**config.mk**
```make
export PLATFORM = sky130hd
export DESIGN_NAME = bit_allocation_map_core
export DESIGN_NICKNAME = d
export VERILOG_FILES = /design/src/hw/rtl/bam_pkg.sv /design/src/hw/rtl/bam_ram.sv /design/src/hw/rtl/bam_seq.sv /design/src/hw/rtl/bit_allocation_map_core.sv
export VERILOG_INCLUDE_DIRS = /design/src /design/src/hw/rtl
export SDC_FILE = /design/constraint.sdc
export NUM_CORES = 2
export LEC_CHECK = 0
export BUFFER_PORTS_ARGS = -buffer_cell sky130_fd_sc_hd__buf_2
export CAP_MARGIN = 30
export CELL_PAD_IN_SITES_DETAIL_PLACEMENT = 1
export CELL_PAD_IN_SITES_GLOBAL_PLACEMENT = 1
export CORE_UTILIZATION = 44
export CTS_CLUSTER_DIAMETER = 150
export CTS_CLUSTER_SIZE = 10
export DETAILED_ROUTE_END_ITERATION = 7
export GPL_ROUTABILITY_DRIVEN = 0
export HOLD_SLACK_MARGIN = 0.05
export PLACE_DENSITY_LB_ADDON = 0.1
export SLEW_MARGIN = 20
export SYNTH_ARGS = -nofsm -noshare
export SYNTH_HDL_FRONTEND = slang
export SYNTH_SLANG_ARGS = --single-unit
```
**constraint.sdc**
```tcl
create_clock -name clk -period 6.1 [get_ports clk]
set_clock_uncertainty 0.2 [all_clocks]
set_input_delay 0.61 -clock clk [delete_from_list [all_inputs] [get_ports clk]]
set_output_delay 0.61 -clock clk [all_outputs]
set_load 0.02 [all_outputs]
```
**src/hw/rtl/bit_allocation_map_core_macros.svh**
```systemverilog
// assertion macros shared by the bit allocation map rtl
// no dependencies; included by files that carry concurrent checks
`ifndef BIT_ALLOCATION_MAP_CORE_MACROS_SVH
`define BIT_ALLOCATION_MAP_CORE_MACROS_SVH

// same-cycle implication, checks off while in reset
`define BAM_ASSERT_IMP(name, clk, rst, ante, cons, msg) \
  name: assert property (@(posedge clk) disable iff (rst) (ante) |-> (cons)) \
    else $error(msg);

// next-cycle implication, checks off while in reset
`define BAM_ASSERT_NXT(name, clk, rst, ante, cons, msg) \
  name: assert property (@(posedge clk) disable iff (rst) (ante) |=> (cons)) \
    else $error(msg);

`endif

```
**src/hw/rtl/bam_pkg.sv**
```systemverilog
// types, codes and helper functions of the bit allocation map
// no dependencies; imported by bam_seq, the top level and the testbench
package bam_pkg;

  localparam int WORD_BITS  = 64;
  localparam int WORD_SHIFT = 6;
  localparam int OPC_W      = 3;
  localparam int IDX_W      = 10;
  localparam int CFG_W      = 11;
  localparam int STAT_W     = 2;
  localparam int PADDR_W    = 3;
  localparam int PDATA_W    = 32;

  localparam logic [CFG_W-1:0] CFG_SIZE_RESET = 11'd1024;

  localparam logic [PADDR_W-1:0] REG_BITS_IN_USE = 3'd0;

  localparam logic [OPC_W-1:0] OP_SET        = 3'd0;
  localparam logic [OPC_W-1:0] OP_CLEAR      = 3'd1;
  localparam logic [OPC_W-1:0] OP_TEST       = 3'd2;
  localparam logic [OPC_W-1:0] OP_FIND_SET   = 3'd3;
  localparam logic [OPC_W-1:0] OP_FIND_CLEAR = 3'd4;

  localparam logic [STAT_W-1:0] ST_OK    = 2'd0;
  localparam logic [STAT_W-1:0] ST_RANGE = 2'd1;
  localparam logic [STAT_W-1:0] ST_NONE  = 2'd2;

  typedef enum logic [1:0] {
    S_CLEAR,
    S_IDLE,
    S_RMW,
    S_SCAN
  } seq_state_t;

  typedef struct packed {
    logic [OPC_W-1:0] opcode;
    logic [IDX_W-1:0] bit_index;
  } bam_req_t;

  typedef struct packed {
    logic [STAT_W-1:0] status;
    logic              bit_value;
    logic [IDX_W-1:0]  found_index;
  } bam_rsp_t;

  // position of the lowest set bit, binary search over halves
  function automatic logic [WORD_SHIFT-1:0] lowest_one(input logic [WORD_BITS-1:0] v);
    logic [WORD_BITS-1:0]  w;
    logic [WORD_BITS-1:0]  low_mask;
    logic [WORD_SHIFT-1:0] pos;
    w   = v;
    pos = '0;
    for (int k = WORD_SHIFT - 1; k >= 0; k--) begin
      low_mask = (WORD_BITS'(1) << (1 << k)) - WORD_BITS'(1);
      if ((w & low_mask) == '0) begin
        pos[k] = 1'b1;
        w      = w >> (1 << k);
      end
    end
    return pos;
  endfunction

endpackage

```
**src/hw/rtl/bam_ram.sv**
```systemverilog
// generic single-port-write, single-port-read ram with registered read data
// depends on nothing; used for the bit store
module bam_ram #(
  parameter int WIDTH  = 64,
  parameter int DEPTH  = 16,
  localparam int ADDR_W = (DEPTH > 1) ? $clog2(DEPTH) : 1
) (
  input  logic              clk,
  input  logic              wr_en,
  input  logic [ADDR_W-1:0] wr_addr,
  input  logic [WIDTH-1:0]  wr_data,
  input  logic [ADDR_W-1:0] rd_addr,
  output logic [WIDTH-1:0]  rd_data
);

  logic [WIDTH-1:0] mem [DEPTH];

  always_ff @(posedge clk) begin
    if (wr_en) begin
      mem[wr_addr] <= wr_data;
    end
    rd_data <= mem[rd_addr];
  end

endmodule

```
**src/hw/rtl/bam_seq.sv**
```systemverilog
// sequencer of the bit allocation map: clearing pass, read-modify-write, word scan
// depends on bam_pkg and the assertion macro header; drives one bam_ram
`include "bit_allocation_map_core_macros.svh"

module bam_seq import bam_pkg::*; #(
  parameter int MAX_BITS = 1024,
  localparam int NUM_WORDS = (MAX_BITS + WORD_BITS - 1) / WORD_BITS,
  localparam int ADDR_W    = (NUM_WORDS > 1) ? $clog2(NUM_WORDS) : 1
) (
  input  logic                 clk,
  input  logic                 rst,
  input  logic                 start,
  output logic                 busy,
  input  bam_req_t             req,
  input  logic [CFG_W-1:0]     cfg_size,
  output logic                 done,
  output bam_rsp_t             rsp,
  output logic [ADDR_W-1:0]    ram_rd_addr,
  input  logic [WORD_BITS-1:0] ram_rd_data,
  output logic                 ram_wr_en,
  output logic [ADDR_W-1:0]    ram_wr_addr,
  output logic [WORD_BITS-1:0] ram_wr_data
);

  localparam int CNT_W = ($clog2(MAX_BITS + 1) > CFG_W) ? $clog2(MAX_BITS + 1) : CFG_W;
  localparam logic [ADDR_W-1:0] LAST_WORD = ADDR_W'(NUM_WORDS - 1);
  localparam logic [CNT_W-1:0]  MAX_LIMIT = CNT_W'(MAX_BITS);

  seq_state_t state, state_next;

  logic [ADDR_W-1:0] word_ptr, word_ptr_next;
  logic [OPC_W-1:0]  op_q;
  logic [IDX_W-1:0]  idx_q;
  logic              done_next;
  bam_rsp_t          rsp_next;

  logic [CNT_W-1:0] size_ext, limit, lim_word;
  logic [WORD_SHIFT-1:0] lim_off;
  logic             accept, is_bitop, is_find, in_range;
  logic [ADDR_W-1:0] req_word, q_word;
  logic             word_full, word_part, scan_last, hit;
  logic [WORD_BITS-1:0] valid_mask, cand, bit_mask;
  logic [WORD_SHIFT-1:0] hit_pos;

  // size in use, saturated at the storage size
  assign size_ext = CNT_W'(cfg_size);
  assign limit    = (size_ext > MAX_LIMIT) ? MAX_LIMIT : size_ext;
  assign lim_word = limit >> WORD_SHIFT;
  assign lim_off  = limit[WORD_SHIFT-1:0];

  assign busy     = (state != S_IDLE);
  assign accept   = start && (state == S_IDLE);
  assign is_bitop = (req.opcode == OP_SET) || (req.opcode == OP_CLEAR) ||
                    (req.opcode == OP_TEST);
  assign is_find  = (req.opcode == OP_FIND_SET) || (req.opcode == OP_FIND_CLEAR);
  assign in_range = CNT_W'(req.bit_index) < limit;
  assign req_word = ADDR_W'(req.bit_index >> WORD_SHIFT);
  assign q_word   = ADDR_W'(idx_q >> WORD_SHIFT);
  assign bit_mask = WORD_BITS'(1) << idx_q[WORD_SHIFT-1:0];

  // bits of the word under scan that lie below the size in use
  assign word_full  = CNT_W'(word_ptr) < lim_word;
  assign word_part  = CNT_W'(word_ptr) == lim_word;
  assign valid_mask = word_full ? '1 :
                      word_part ? ((WORD_BITS'(1) << lim_off) - WORD_BITS'(1)) : '0;
  assign cand       = ((op_q == OP_FIND_SET) ? ram_rd_data : ~ram_rd_data) & valid_mask;
  assign hit        = |cand;
  assign hit_pos    = lowest_one(cand);
  assign scan_last  = (word_ptr == LAST_WORD) || !word_full;

  always_comb begin
    state_next = state;
    case (state)
      S_CLEAR: begin
        if (word_ptr == LAST_WORD) begin
          state_next = S_IDLE;
        end
      end
      S_IDLE: begin
        if (accept && is_find) begin
          state_next = S_SCAN;
        end else if (accept && is_bitop && in_range) begin
          state_next = S_RMW;
        end
      end
      S_RMW: begin
        state_next = S_IDLE;
      end
      S_SCAN: begin
        if (hit || scan_last) begin
          state_next = S_IDLE;
        end
      end
      default: begin
        state_next = S_IDLE;
      end
    endcase
  end

  always_comb begin
    ram_rd_addr   = '0;
    ram_wr_en     = 1'b0;
    ram_wr_addr   = word_ptr;
    ram_wr_data   = '0;
    word_ptr_next = word_ptr;
    done_next     = 1'b0;
    rsp_next      = '0;
    case (state)
      S_CLEAR: begin
        ram_wr_en     = 1'b1;
        word_ptr_next = (word_ptr == LAST_WORD) ? '0 : word_ptr + ADDR_W'(1);
      end
      S_IDLE: begin
        ram_rd_addr = is_find ? '0 : req_word;
        if (accept) begin
          word_ptr_next = '0;
          if (!is_find && !(is_bitop && in_range)) begin
            done_next       = 1'b1;
            rsp_next.status = is_bitop ? ST_RANGE : ST_OK;
          end
        end
      end
      S_RMW: begin
        ram_wr_addr        = q_word;
        ram_wr_en          = (op_q != OP_TEST);
        ram_wr_data        = (op_q == OP_SET) ? (ram_rd_data | bit_mask)
                                              : (ram_rd_data & ~bit_mask);
        done_next          = 1'b1;
        rsp_next.bit_value = (op_q == OP_TEST) && ((ram_rd_data & bit_mask) != '0);
      end
      S_SCAN: begin
        ram_rd_addr = word_ptr + ADDR_W'(1);
        if (hit) begin
          done_next            = 1'b1;
          rsp_next.found_index = IDX_W'({word_ptr, hit_pos});
        end else if (scan_last) begin
          done_next       = 1'b1;
          rsp_next.status = ST_NONE;
        end else begin
          word_ptr_next = word_ptr + ADDR_W'(1);
        end
      end
      default: begin
        word_ptr_next = '0;
      end
    endcase
  end

  always_ff @(posedge clk) begin
    if (rst) begin
      state    <= S_CLEAR;
      word_ptr <= '0;
      done     <= 1'b0;
    end else begin
      state    <= state_next;
      word_ptr <= word_ptr_next;
      done     <= done_next;
    end
  end

  always_ff @(posedge clk) begin
    if (done_next) begin
      rsp <= rsp_next;
    end
    if (accept) begin
      op_q  <= req.opcode;
      idx_q <= req.bit_index;
    end
  end

  `BAM_ASSERT_IMP(a_wr_in_clear_or_rmw, clk, rst, ram_wr_en, (state == S_CLEAR) || (state == S_RMW), "bit store written outside clear or rmw")
  `BAM_ASSERT_NXT(a_rmw_single_cycle, clk, rst, state == S_RMW, (state == S_IDLE) && done, "rmw did not finish in one cycle")
  `BAM_ASSERT_NXT(a_accept_progress, clk, rst, start && !busy, busy || done, "accepted transaction neither busy nor done")
  `BAM_ASSERT_IMP(a_none_zero_fields, clk, rst, done && (rsp.status == ST_NONE), (rsp.found_index == '0) && !rsp.bit_value, "no-match result carries data")

endmodule

```
**src/hw/rtl/bit_allocation_map_core.sv**
```systemverilog
// top level of the bit allocation map: apb size register, bit store ram, sequencer
// depends on bam_pkg, bam_ram and bam_seq
//
// A bit map of MAX_BITS bits kept as 64-bit words in one synchronous ram, with
// set, clear, test, find-lowest-set and find-lowest-clear commands. A transaction
// is taken when start is high and busy is low; its result appears on rsp for
// exactly one cycle with done high, and the receiver cannot stall it. An in-range
// set, clear or test reads its word at the accept, then does the read-modify-write;
// an out-of-range index or an undefined opcode is answered from the accept alone.
// A find reads the first word at the accept; the scan then reads one word per cycle
// through the ram's single read port and stops at the first word with a match, at
// the word that holds the end of the size in use, or at the last word. The done
// strobe follows in the cycle after the last step, and busy drops in that same
// cycle, so a new transaction can be taken while the previous result is shown.
// After reset a clearing pass writes zero to every word with busy high; the size
// register can be written through apb meanwhile.
// bits_in_use is meant to be changed only while the block is idle; values above
// MAX_BITS act as MAX_BITS, and a size of zero rejects every index.
module bit_allocation_map_core import bam_pkg::*; #(
  parameter int MAX_BITS = 1024
) (
  input  logic               clk,
  input  logic               rst,
  // command channel
  input  logic               start,
  output logic               busy,
  input  bam_req_t           req,
  output logic               done,
  output bam_rsp_t           rsp,
  // apb configuration port
  input  logic               psel,
  input  logic               penable,
  input  logic               pwrite,
  input  logic [PADDR_W-1:0] paddr,
  input  logic [PDATA_W-1:0] pwdata,
  output logic [PDATA_W-1:0] prdata,
  output logic               pready
);

  localparam int NUM_WORDS = (MAX_BITS + WORD_BITS - 1) / WORD_BITS;
  localparam int ADDR_W    = (NUM_WORDS > 1) ? $clog2(NUM_WORDS) : 1;

  logic [CFG_W-1:0]     bits_in_use;
  logic                 cfg_wr;

  logic [ADDR_W-1:0]    ram_rd_addr;
  logic [WORD_BITS-1:0] ram_rd_data;
  logic                 ram_wr_en;
  logic [ADDR_W-1:0]    ram_wr_addr;
  logic [WORD_BITS-1:0] ram_wr_data;

  // apb: zero wait states, write lands in the access phase
  assign pready = 1'b1;
  assign cfg_wr = psel && penable && pwrite && pready && (paddr == REG_BITS_IN_USE);
  assign prdata = (paddr == REG_BITS_IN_USE) ? PDATA_W'(bits_in_use) : '0;

  // size register, full 11-bit value kept; saturation happens in the sequencer
  always_ff @(posedge clk) begin
    if (rst) begin
      bits_in_use <= CFG_SIZE_RESET;
    end else if (cfg_wr) begin
      bits_in_use <= pwdata[CFG_W-1:0];
    end
  end

  // bit store: one word per entry, bit i in word i/64 at position i%64
  bam_ram #(
    .WIDTH (WORD_BITS),
    .DEPTH (NUM_WORDS)
  ) u_store (
    .clk     (clk),
    .wr_en   (ram_wr_en),
    .wr_addr (ram_wr_addr),
    .wr_data (ram_wr_data),
    .rd_addr (ram_rd_addr),
    .rd_data (ram_rd_data)
  );

  // command sequencing; busy interlocks the read-modify-write so no
  // read of a word can overlap its pending write
  bam_seq #(
    .MAX_BITS (MAX_BITS)
  ) u_seq (
    .clk         (clk),
    .rst         (rst),
    .start       (start),
    .busy        (busy),
    .req         (req),
    .cfg_size    (bits_in_use),
    .done        (done),
    .rsp         (rsp),
    .ram_rd_addr (ram_rd_addr),
    .ram_rd_data (ram_rd_data),
    .ram_wr_en   (ram_wr_en),
    .ram_wr_addr (ram_wr_addr),
    .ram_wr_data (ram_wr_data)
  );

endmodule

```
Word-level counts from Yosys, hierarchy flattened
Memories as Yosys holds them, arrays and structs flattened. A register that Yosys moved wholly into a read port is not among the register bits.
Index checks and enable logic that the tools add are counted.
W data, S select, Z words.
{ "totals": {"register_bits": 44, "latchBits": 0, "ram_bits": 1024, "romBits": 0, "input_bits": 54, "out_inout_bits": 48, "elab_cells": 121, "mem_count": 1} }
{ "classes": {"n_addsub": 2, "multipliers": 0, "div_mod_pow": 0, "order_cmp": 3, "n_eq_ne": 19, "n_shift": 2, "muxes": 45, "bitwise_logic": 6, "reduce_logical": 34} }
{ "mem_list": {"columns": ["name", "words", "width", "rd", "rd_clocked_by_memory_dff", "wr", "line", "source"], "rows": [
  ["u_store.mem", 16, 64, 1, 1, 1, "bam_ram.sv:16", "logic [WIDTH-1:0] mem [DEPTH];"]
]} }
{ "ops": {"columns": ["operator", "count"], "rows": [
  ["$logic_not A64 Y1", 6],
  ["$mux W64", 5],
  ["$and A64 B64 Y64", 3],
  ["$not A64 Y64", 2],
  ["$shl A1 B6 Y64 const A", 2],
  ["$or A64 B64 Y64", 1],
  ["$reduce_bool A64 Y1", 1],
  ["$reduce_or A64 Y1", 1],
  ["$sub A64 B1 Y64 const B", 1],
  ["$mux W31", 1],
  ["$mux W4", 6],
  ["$mux W11", 2],
  ["$mux W2", 8],
  ["$mux W15", 1],
  ["$mux W1", 14],
  ["$eq A3 B2 Y1 const B", 4],
  ["$pmux W4 S3", 1],
  ["$gt A11 B11 Y1 const B", 1],
  ["$lt A10 B11 Y1", 1],
  ["$logic_and A1 B1 Y1", 10],
  ["$logic_not A3 Y1", 3],
  ["$ne A2 B1 Y1 const B", 4],
  ["$pmux W2 S4", 1],
  ["$pmux W4 S2", 1],
  ["23 further kinds", 31]
]} }

Logic depth before layout (Yosys ltp)
{ "logic_depth": {"ltp_word": 19, "ltp_mapped": 26, "mapped_depth_nobuf": 17} }

Hierarchy
Synthesis repeated with hierarchy kept, for this count alone.
{ "unflattened": {"cells_unflattened": 2913, "hier_area_um2": 48290.1} }
{ "modules_own_cells": {"columns": ["module", "n_inst", "cells_per_inst", "area_per_inst_um2", "seq_area_each_um2"], "rows": [
  ["bam_ram", 1, 1647, 39581.7, 32030.7],
  ["bam_seq", 1, 1181, 7950.1, 920.9],
  ["bit_allocation_map_core", 1, 85, 758.2, 220.2]
]} }

Worst setup path before layout
OpenSTA, ideal clock, no wires.
{ "synth_timing": {"kind": "register to register", "startpoint": "reg bits_in_use[10]", "endpoint": "reg u_seq.done", "setup_time_ns": 0.115, "arrival_ns": 4.898, "required_time_ns": 5.785, "path_slack_ns": 0.887, "path_stages_with_launch": 21, "path_buffers": 5, "synth_period_minus_slack_ns": 5.213, "path_cell_list": "dfxtp_1 -> buf_6 -> buf_6 -> buf_6 -> buf_2 -> inv_1 -> clkbuf_1 -> nand2_1 -> ha_1 -> a21oi_1 -> or2_2 -> a21oi_4 -> nor2_1 -> a221o_1 -> nor4_1 -> and3_1 -> nand2_1 -> or4_4 -> o31a_1 -> a31o_1 -> and2_1"} }
{ "synth_via": {"elab_chain_len": 10, "elab_cells_between_ends": 21, "classes_between": "add/sub: 1; order compare: 3; eq/ne: 1; shift: 1; mux: 8; bitwise: 1; reduce/logical: 6"} }
{ "synth_lines": {"columns": ["element", "line", "source"], "rows": [
  ["start, declared", "bit_allocation_map_core.sv:43", "logic [CFG_W-1:0] bits_in_use;"],
  ["start signal, assigned", "bit_allocation_map_core.sv:62", "bits_in_use <= pwdata[CFG_W-1:0];"],
  ["$gt A11 B11 Y1", "bam_seq.sv:47", "assign limit = (size_ext > MAX_LIMIT) ? MAX_LIMIT : size_ext;"],
  ["$mux W11 *", "bam_seq.sv:47", null],
  ["$shl A1 B6 Y64", "bam_seq.sv:65", "word_part ? ((WORD_BITS'(1) << lim_off) - WORD_BITS'(1)) : '0;"],
  ["$sub A64 B1 Y64", "bam_seq.sv:65", null],
  ["$mux W64", "bam_seq.sv:65", null],
  ["$mux W64", "bam_seq.sv:64", "assign valid_mask = word_full ? '1 :"],
  ["$and A64 B64 Y64", "bam_seq.sv:66", "assign cand = ((op_q == OP_FIND_SET) ? ram_rd_data : ~ram_rd_data) & valid_mask;"],
  ["$reduce_or A64 Y1", "bam_seq.sv:67", "assign hit = |cand;"],
  ["$mux W1", "bam_seq.sv:133", "if (hit) begin"],
  ["$pmux W1 S3 *", "bam_seq.sv:108", "case (state)"],
  ["via u_seq.done_next", "bam_seq.sv:34", "logic done_next;"],
  ["end signal, assigned", "bam_seq.sv:157", "done <= done_next;"],
  ["end, declared", "bam_seq.sv:16", "output logic done,"]
]} }
The timed path passes the listed nets; every way through them passes the cells marked *.
A chain may end at the register's enable or synchronous reset.

Worst setup path in the final report
{ "layout_timing": {"startpoint": "reg bits_in_use[2]", "endpoint": "reg u_seq.rsp[1] (netlist name)"} }
{ "layout_via": {"elab_chain_len": 17, "elab_cells_between_ends": 21, "classes_between": "add/sub: 1; order compare: 2; eq/ne: 1; shift: 1; mux: 8; bitwise: 1; reduce/logical: 7"} }
{ "layout_lines": {"columns": ["element", "line", "source"], "rows": [
  ["$gt A11 B11 Y1", "bam_seq.sv:47", null],
  ["$mux W11 *", "bam_seq.sv:47", null],
  ["$shl A1 B6 Y64", "bam_seq.sv:65", null],
  ["$sub A64 B1 Y64", "bam_seq.sv:65", null],
  ["$mux W64", "bam_seq.sv:65", null],
  ["$mux W64 *", "bam_seq.sv:64", null],
  ["$and A64 B64 Y64 *", "bam_seq.sv:66", null],
  ["$logic_not A64 Y1", "bam_pkg.sv:55", "if ((w & low_mask) == '0) begin"],
  ["$mux W31", "bam_pkg.sv:55", null],
  ["$logic_not A64 Y1", "bam_pkg.sv:55", null],
  ["$mux W15", "bam_pkg.sv:55", null],
  ["$logic_not A64 Y1", "bam_pkg.sv:55", null],
  ["$mux W7", "bam_pkg.sv:55", null],
  ["$logic_not A64 Y1", "bam_pkg.sv:55", null],
  ["$mux W3", "bam_pkg.sv:55", null],
  ["$logic_not A64 Y1", "bam_pkg.sv:55", null],
  ["$mux W1", "bam_pkg.sv:55", null]
]} }
Mark *: on every way between the ends. The rest lies on a longest branch, timed or not.

==> results.tsv <==
metric	value	unit
status	finished clean	
ys_seq_area_frac	0.663	
grt_pass1_vias	35000	
die_h	339	um
synth-edff-count	1050	
die_w	339	um
wl_per_cell	27.9	um
synth_top_area_share	0.630	
grt_overflow	0	
crit_start	bits_in_use[2]	
numPortBuffers	58	
ant_nets	0	
required	6410	ps
nFillCells	11400	
fin_tns_setup	0	ps
arrival	5950	ps
crit_path_top_delay_cell	or4_1	
final_net_count	4193	
post_drt_via_cell_ratio	6.13	
ys_warn_count	0	
setup_viol	0	
async_flop_share	0	
power.density	291	nW/um2
layout_min_cycle_time	5640	ps
drt_iter0_drc	3183	
critPathKind	flop to flop	
htree_levels	4	
drive_gt1_frac	0.111	
avgSynthCellArea	12.4	um2
cts_buffer_depth	3	
cap_violations	0	
ys_types	108	
timing.hold.ws	281	ps
firstDrtPassIters	5	
ir_drop	231	uV
postCtsSetupBuffers	0	
drc	0	
synthFlopType	edfxtp_1	
synth_area	50000	um2
rsz0062_at_grt	no	
relSlewSlack	0.324	
fmax	177	MHz
hold_viol_final	0	
worstPathMaxFanout	14	
synthCells	4050	
grt_max_degree	169	
most-common-layout-cells	edfxtp_1, nand2_1, a211oi_1	
start_kind	flop	
synthTopCellsByArea	edfxtp_1, a211oi_1, nand2_1	
worstMarginPinSlew	1010	ps
grt_pass1_wl	232000	um
clkTransAtPathRegs	60	ps
numCtsBuffers	131	
cts_sinks	1132	
synthToLayoutAreaGrowth	13.8	%
vias	35100	
path_cells	or4_1, nor2_1, nor2_1, ha_1, inv_1, a221o_2, nor3_1, o211ai_1, o211ai_1, nor4_1, and3_1, and2_1, a211oi_1, mux2_4, a21o_1, o31a_1, nor3b_2	
wirelength	160000	um
final_area	56900	um2
power_leakage	0.0195	uW
n_antenna_cell	0	
core	113000	um2
r2r-start	bits_in_use[2]	
finalCritPeriodShare	0.925	
start_util	0.444	
min_from	penable	
hold_path.class	primary input to flop	
die-area	115000	um2
placement.cell_area	52600	um2
insertion_delay	760	ps
slew_viol_final	0	
root_buffer	clkbuf_16	
layout_commonest_cell	edfxtp_1	
antenna_found_initial	2	
cts_tree	built	
yosys.area.top_type	edfxtp_1	
critical-path-max-stage-delay	640	ps
crit_path_end_kind	flop	
track_usage	0.272	
pin_count	102	
ys_ff_latch	1132	
dpl.hpwl	92800	um
rows	123	
report_power, final:
part           switching, uW  internal [uW]  leakage, uW
sequential               170           8580       0.0119
clock                   3100           4120      0.00185
combinational            422            195      0.00576
registers in the layout (all words and copies together) (netlist names):
signal / cells
u_seq.rsp: 13
u_store.mem: 1024
u_seq.idx_q: 10
u_seq.state: 2
u_seq.done: 1
bits_in_use: 11
u_seq.word_ptr: 4
u_seq.op_q: 3
u_store.rd_data: 64
critical path, delay by kind of cell, from the launching register on:
family          cells  cell delay (ps)
compound gates      6             1650
fa+ha+maj           1              230
buf+inv             1              140
flops               1              300
mux                 1              330
simple gates        8             2550
worst paths after layout:
path	slack (ps)	cells after the start	end
setup reg to reg	460	17	u_seq.rsp[1]
hold / removal	280	4	bits_in_use[2]
setup / recovery	460	17	u_seq.rsp[1]
hold reg to reg	410	2	u_seq.word_ptr[1]
kinds of logic after synthesis:
logic type | after synthesis | share of synthesized area
muxes | 11 | 0.00235
xor gates and xnor gates | 69 | 0.0121
DFF | 1132 | 0.663
AOI/OAI and AO/OA | 1151 | 0.159
and+or+nand+nor | 1312 | 0.130
buffers and inverters | 357 | 0.0302
adders and majority gates | 16 | 0.00390
other | 2 | 0.000150
synthesized netlist by cell type, types with 8 or more instances:
cell type / number
edfxtp_1: 1050
nand2_1: 630
a211oi_1: 342
and2_1: 279
clkbuf_1: 257
a21oi_1: 247
a31oi_1: 151
a311oi_1: 131
o21ai_0: 111
nand3_1: 101
nor2_1: 99
dfxtp_1: 82
xnor2_1: 67
nor3_1: 37
buf_2: 33
inv_1: 24
buf_4: 23
nand4_1: 18
o211ai_1: 18
nand2b_1: 17
nor2b_1: 15
nor4_1: 15
a22oi_1: 14
buf_1: 14
ha_1: 14
o21a_1: 12
a221oi_1: 9
and3_1: 9
nor3b_1: 9
o21ai_1: 9
mux2i_1: 8
or4_1: 8
metal layers:
layer,share of wire,global-route usage,up-vias
li1,-,-,15600
met1,0.45,0.388,18000
met2,0.45,0.420,1195
met3,0.059,0.0393,300
met4,0.036,0.105,0
met5,0,0,-
metrics by stage:
step | util | total power (uW) | setup WS [ps] | instances
3_3_place_gp | 0.466 | 9480 | 636 | 5437
4_1_cts | 0.505 | 16700 | 567 | 5720
3_5_place_dp | 0.467 | 9500 | 579 | 5454
5_1_grt | 0.505 | 17000 | 278 | 5726
6_report | 0.505 | 16600 | 455 | 5726
2_1_floorplan | - | 9170 | 887 | 4070
final cells by class:
type / count / area (um2) / area share
clock buffers: 220 / 3650 / 0.0642
clock inverters: 14 / 240 / 0.00422
inverters: 24 / 90.1 / 0.00158
multi-input cells: 2581 / 15700 / 0.276
flip-flops and latches: 1132 / 33200 / 0.583
well taps: 1500 / 1880 / 0.0330
repair buffers: 255 / 2200 / 0.0386
what timing repair did:
| item | CTS | global route |
|---|---|---|
| resized for setup | 0 | 0 |
| hold buffers | 32 | 0 |
| hold endpoints to repair | 29 | 0 |
| setup endpoints to repair | 0 | 0 |
Power figures use the tool's default switching activity.
